[config.mk]
export PLATFORM = sky130hd
export DESIGN_NAME = scwl_ram
export DESIGN_NICKNAME = d
export VERILOG_FILES = /design/src/rtl/core/scwl_ram.sv
export SDC_FILE = /design/constraint.sdc
export NUM_CORES = 2
export LEC_CHECK = 0
export BUFFER_PORTS_ARGS = -buffer_cell sky130_fd_sc_hd__buf_2
export CORE_UTILIZATION = 35
export CTS_BUF_LIST = sky130_fd_sc_hd__clkbuf_4 sky130_fd_sc_hd__clkbuf_8
export DETAILED_ROUTE_END_ITERATION = 8
export PLACE_DENSITY_LB_ADDON = 0.12
export REMOVE_ABC_BUFFERS = 1
export SYNTH_ARGS = -nofsm -noshare
export SYNTH_HDL_FRONTEND = slang
export SYNTH_SLANG_ARGS = --single-unit
[constraint.sdc]
create_clock -name clk -period 3.1 [get_ports clk]
set_clock_uncertainty 0.15 [all_clocks]
set_input_delay 0.465 -clock clk [delete_from_list [all_inputs] [get_ports clk]]
set_output_delay 0.465 -clock clk [all_outputs]
set_load 0.02 [all_outputs]
[src/rtl/core/scwl_ram.sv]
// Generic single-port RAM with registered read.
`timescale 1ns / 1ps
module scwl_ram #(
	parameter int WIDTH = 8,
	parameter int DEPTH = 256
) (
	input  logic                     clk,
	input  logic                     we,
	input  logic [$clog2(DEPTH)-1:0] addr,
	input  logic [WIDTH-1:0]         wdata,
	output logic [WIDTH-1:0]         rdata
);
	logic [WIDTH-1:0] mem [DEPTH];
	always_ff @(posedge clk) begin
		if (we) mem[addr] <= wdata;
		rdata <= mem[addr];
	end
endmodule

* Word level (Yosys, flattened, before mapping)
Memories as Yosys holds them, arrays and structs flattened. A register that Yosys moved wholly into a read port is not among the register bits. Cells that the tools add are included.
Cells by class: muxes and demuxes 2
Operators with widths (number):
- 1-bit 2-to-1 mux | 2
Word-level totals: word-level logic and storage cells 3, memories 1, input port bits 18, register bits after elaboration 0, output and inout port bits 8, memory bits (writable) 2048
Memory list:
- mem | words 256, bits a word 8, read ports 1, clocked after Yosys merged registers in 1, write ports 1, RTL line 13 | logic [WIDTH-1:0] mem [DEPTH];

* Longest topological paths before layout
depth after elaboration 2, mapped depth 10

* Worst setup path after synthesis
OpenSTA, ideal clock, no wires.
kind input to register, from in addr[1], to mem mem[111][0], enable pin, stages 9, library setup time 0.370 ns, path slack 0.266 ns, data arrival time 2.314 ns, buffers on the path 5, path through buf_2 clkbuf_1 clkbuf_1 nand2_1 buf_2 nor2_1 nand2_1 clkbuf_1 nor2_1
RTL lines:
- start, declared | RTL line 9 | input logic [$clog2(DEPTH)-1:0] addr,
- end, declared | RTL line 13
No word-level cell before the write port.

==> reports/results.env <==
NUMBER_OF_ENABLE_TYPE_REGISTER_CELLS_IN_THE_SYNTHESIZED_NETLIST=2048
POST_DRT_VIA_CELL_RATIO=5.24
SYNTH_SEQUENTIAL_AREA_RATIO_PCT=78.6
PERIOD_NEEDED_PS=3030
MAXCAPVIOLATIONS=0
FIRST_PASS_ITERS=5
POST-LAYOUT-TOTAL-POWER_W=0.0571
TNS_PS=0
SYN_AREA_PER_CELL_UM2=22.1
RUN_STATUS='finished clean'
NUM_ROWS=173
POST_ROUTE_FRACTION_OF_THE_PERIOD_CONSUMED_BY_THE_CRITICAL_PATH_PCT=97.7
ELEMENT_TYPE_AT_THE_CRITICAL_PATH_START='register'
DIE_X_UM=476
POST_CTS_BUFFERS=0
SETUP_VIOL=0
TIMING_WORST_SLEW_PIN_VALUE_PS=1250
POST-ROUTE-WORST-SETUP-SLACK_PS=72.0
DIE_HEIGHT_UM=476
CLK_LATENCY_PS=1080
FIRST_GLOBAL_VIAS=41900
CTS-BUFFERS-INSERTED=363
CLOCK_TREE.HTREE_LEVEL_COUNT=5
YOSYS_REGISTER_BITS=2056
BUFFER_PORTS.INSERTED=25
GRT_FIRST_PASS_WIRELENGTH_MM=316
ASYNCSETRESETFLOPFRACSYNTH_PCT=0
YOSYS_MOST_USED_DFF='sky130_fd_sc_hd__edfxtp_1'
ROUTEDWLPERCELL_UM=29.3
VIAS=39800
REPORT.FINAL.SLEW_VIOL_COUNT=0
DETAILED_PLACE_HPWL_MM=141
HOLD_PATH_CLASS='in2reg'
CTS.SINKS=2056
WORSTHOLDSTART='we'
CLOCK-ROOT-BUFFER='sky130_fd_sc_hd__clkbuf_8'
COUNT_OF_MAPPED_CELLS_OUT_OF_SYNTHESIS=3547
POST_ROUTE_CELLS_DRIVE_ABOVE_1_SHARE_PCT=37.7
YOSYS.CELL_TYPES.COUNT=22
CRITICAL_PATH.REG2REG.STARTPOINT='mem[46][2]'
POWER-PER-CELL-AREA_mW_PER_MM2=607
P_LEAK_nW=30.0
MAXCLOCKFREQUENCY_GHz=0.330
HOLD_VIOL=0
FLOORPLAN.INITIALDENSITY_PCT=35.3
WORST_SETUP_PATH_STARTPOINT='mem[46][2]'
DIEAREA_MM2=0.226
VDD_DROP_MAX_uV=484
ROUTED_WIRELENGTH_MM=223
WORST_PATH_ARRIVAL_TIME_PS=3740
GRT_START_MAX_NET_PINS=88
DRC_VIOLATIONS=0
TIMING.MAX_SLEW.REL_SLACK_PCT=16.6
CLK_TRANSITION_REPORTED_PATHS_PS=70
FINALWEIGHTEDCONGESTION=0.793
IO_PINS=26
REQUIRED_TIME_OF_THE_CRITICAL_PATH_PS=3810
GLOBALROUTE.TOTALOVERFLOW=0
DESIGN.FINAL.NETS=4391
TRITONCTS='yes'
SYN_AREA_MM2=0.0785
POSTROUTEANTENNANETS=0
SYNTHTOLAYOUTAREAGROWTH_PCT=19.9
SYNTHESIS.YOSYS.WARNINGS=0
CTSLONGESTPATHBUFFERS=4
GRT_SETUP_UNREPAIRED='no'
PLACEABLECOREAREA_MM2=0.223
NUMBER_OF_ANTENNA_VIOLATIONS_AT_THE_FIRST_CHECK_IN_GLOBAL_ROUTING=10
WORSTSETUPPATHTYPE='reg2reg'
PRE_CTS_SLACK_PS=-1220
WORST-PATH-MAX-FANOUT=1
WORSTSETUPENDPOINTTYPE='register'
TRACK_USAGE_PCT=19.8
DETAILEDROUTE.FIRSTITERATIONVIOLATIONS=3341
-- worst paths after layout --
| kind | slack [ps] | to | cells past startpoint |
|---|---|---|---|
| max | 70 | rdata[2] | 6 |
| min | 120 | mem[240][6] | 4 |
| max reg2reg | 70 | rdata[2] | 6 |
| min reg2reg | 900 | rdata[0] | 6 |
-- sequential cells by signal, summed over array words and instances, names as in the netlist --
register / count
rdata: 8
mem: 2048
-- synthesized netlist by cell type, types with 16 or more instances --
cell | number | area share (%)
sky130_fd_sc_hd__edfxtp_1 | 2048 | 78
sky130_fd_sc_hd__mux4_2 | 512 | 15
sky130_fd_sc_hd__a22oi_1 | 256 | 2.4
sky130_fd_sc_hd__nor2_1 | 232 | 1.1
sky130_fd_sc_hd__clkbuf_1 | 145 | 0.69
sky130_fd_sc_hd__a21oi_1 | 128 | 0.82
sky130_fd_sc_hd__buf_2 | 36 | 0.23
sky130_fd_sc_hd__o41ai_1 | 32 | 0.36
sky130_fd_sc_hd__nor3_1 | 30 | 0.19
sky130_fd_sc_hd__nand2_1 | 28 | 0.13
sky130_fd_sc_hd__buf_1 | 19 | 0.091
sky130_fd_sc_hd__buf_4 | 16 | 0.15
sky130_fd_sc_hd__buf_6 | 16 | 0.23
-- stage by stage --
step	std cells	util (%)	hold slack, ps	instance area (um2)
finish	7593	42.3	118	94100
global route	7590	42.3	37.6	94100
CTS	7582	42.3	35.5	94100
detailed placement	6972	39.3	723	87500
global placement	6972	39.3	719	87500
floorplan	3315	-	414	77400
-- where the power goes --
group          total, W  switching [W]  internal [W]
logic           0.00311        0.00190       0.00121
registers        0.0307      0.0000520        0.0307
clock network    0.0233         0.0108        0.0125
-- layout make-up --
type | instances | area, um2
antenna | 11 | 27.5
clock buffer | 478 | 5900
clock inverter | 121 | 614
fill | 19600 | 128000
inverter | 1 | 3.75
multi-input combinational | 1258 | 15800
sequential | 2056 | 61700
tap | 2975 | 3720
timing repair buffer | 693 | 6370
-- per-layer routing --
layer	GRT usage, %	wire length, um	vias to the layer above
met4	5.48	5160	0
met5	0	0	-
met1	27.8	98300	21400
li1	-	-	16800
met2	31.8	106000	1280
met3	3.55	12800	345
-- cell usage in the layout, fill, tap and decap left out --
cell type	instances
sky130_fd_sc_hd__a21oi_1	128
sky130_fd_sc_hd__a22oi_1	256
sky130_fd_sc_hd__and2_1	2
sky130_fd_sc_hd__and2_4	1
sky130_fd_sc_hd__buf_12	88
sky130_fd_sc_hd__buf_2	15
sky130_fd_sc_hd__buf_4	569
sky130_fd_sc_hd__buf_8	10
sky130_fd_sc_hd__bufinv_16	3
sky130_fd_sc_hd__clkbuf_4	109
sky130_fd_sc_hd__clkbuf_8	369
sky130_fd_sc_hd__clkinv_1	81
sky130_fd_sc_hd__clkinv_2	27
sky130_fd_sc_hd__clkinv_8	1
sky130_fd_sc_hd__clkinvlp_4	8
sky130_fd_sc_hd__dfxtp_1	8
sky130_fd_sc_hd__diode_2	11
sky130_fd_sc_hd__dlygate4sd3_1	11
sky130_fd_sc_hd__edfxtp_1	2048
sky130_fd_sc_hd__inv_1	1
sky130_fd_sc_hd__inv_6	1
sky130_fd_sc_hd__mux4_2	512
sky130_fd_sc_hd__nand2_1	23
sky130_fd_sc_hd__nand2_2	5
sky130_fd_sc_hd__nand2b_1	4
sky130_fd_sc_hd__nand2b_2	2
sky130_fd_sc_hd__nand3_1	5
sky130_fd_sc_hd__nand3_2	8
sky130_fd_sc_hd__nand4_1	8
sky130_fd_sc_hd__nor2_1	231
sky130_fd_sc_hd__nor2_4	1
sky130_fd_sc_hd__nor2b_1	5
sky130_fd_sc_hd__nor2b_4	2
sky130_fd_sc_hd__nor3_1	30
sky130_fd_sc_hd__o41ai_1	29
sky130_fd_sc_hd__o41ai_2	3
sky130_fd_sc_hd__or2_2	2
sky130_fd_sc_hd__or3_2	1
-- worst max-delay path, stage by stage (launching register included) --
cell	delay, ps
sky130_fd_sc_hd__edfxtp_1	360
sky130_fd_sc_hd__mux4_2	460
sky130_fd_sc_hd__a22oi_1	250
sky130_fd_sc_hd__a21oi_1	230
sky130_fd_sc_hd__o41ai_1	1010
sky130_fd_sc_hd__buf_4	250
sky130_fd_sc_hd__nand4_1	90
-- logic make-up after synthesis --
logic type / after synthesis / share of synthesized area [%]
buffers and inverters: 233 / 1.40
AO/OA/AOI/OAI: 416 / 3.62
flip-flops: 2056 / 78.6
multiplexers: 512 / 14.7
AND/OR/NAND/NOR: 330 / 1.73
-- what timing repair did --
item                        CTS  global route
resized for setup             2             0
hold endpoints to repair   1610             0
setup endpoints to repair     2             0
hold buffers                 11             0
Power figures use the tool's default switching activity.
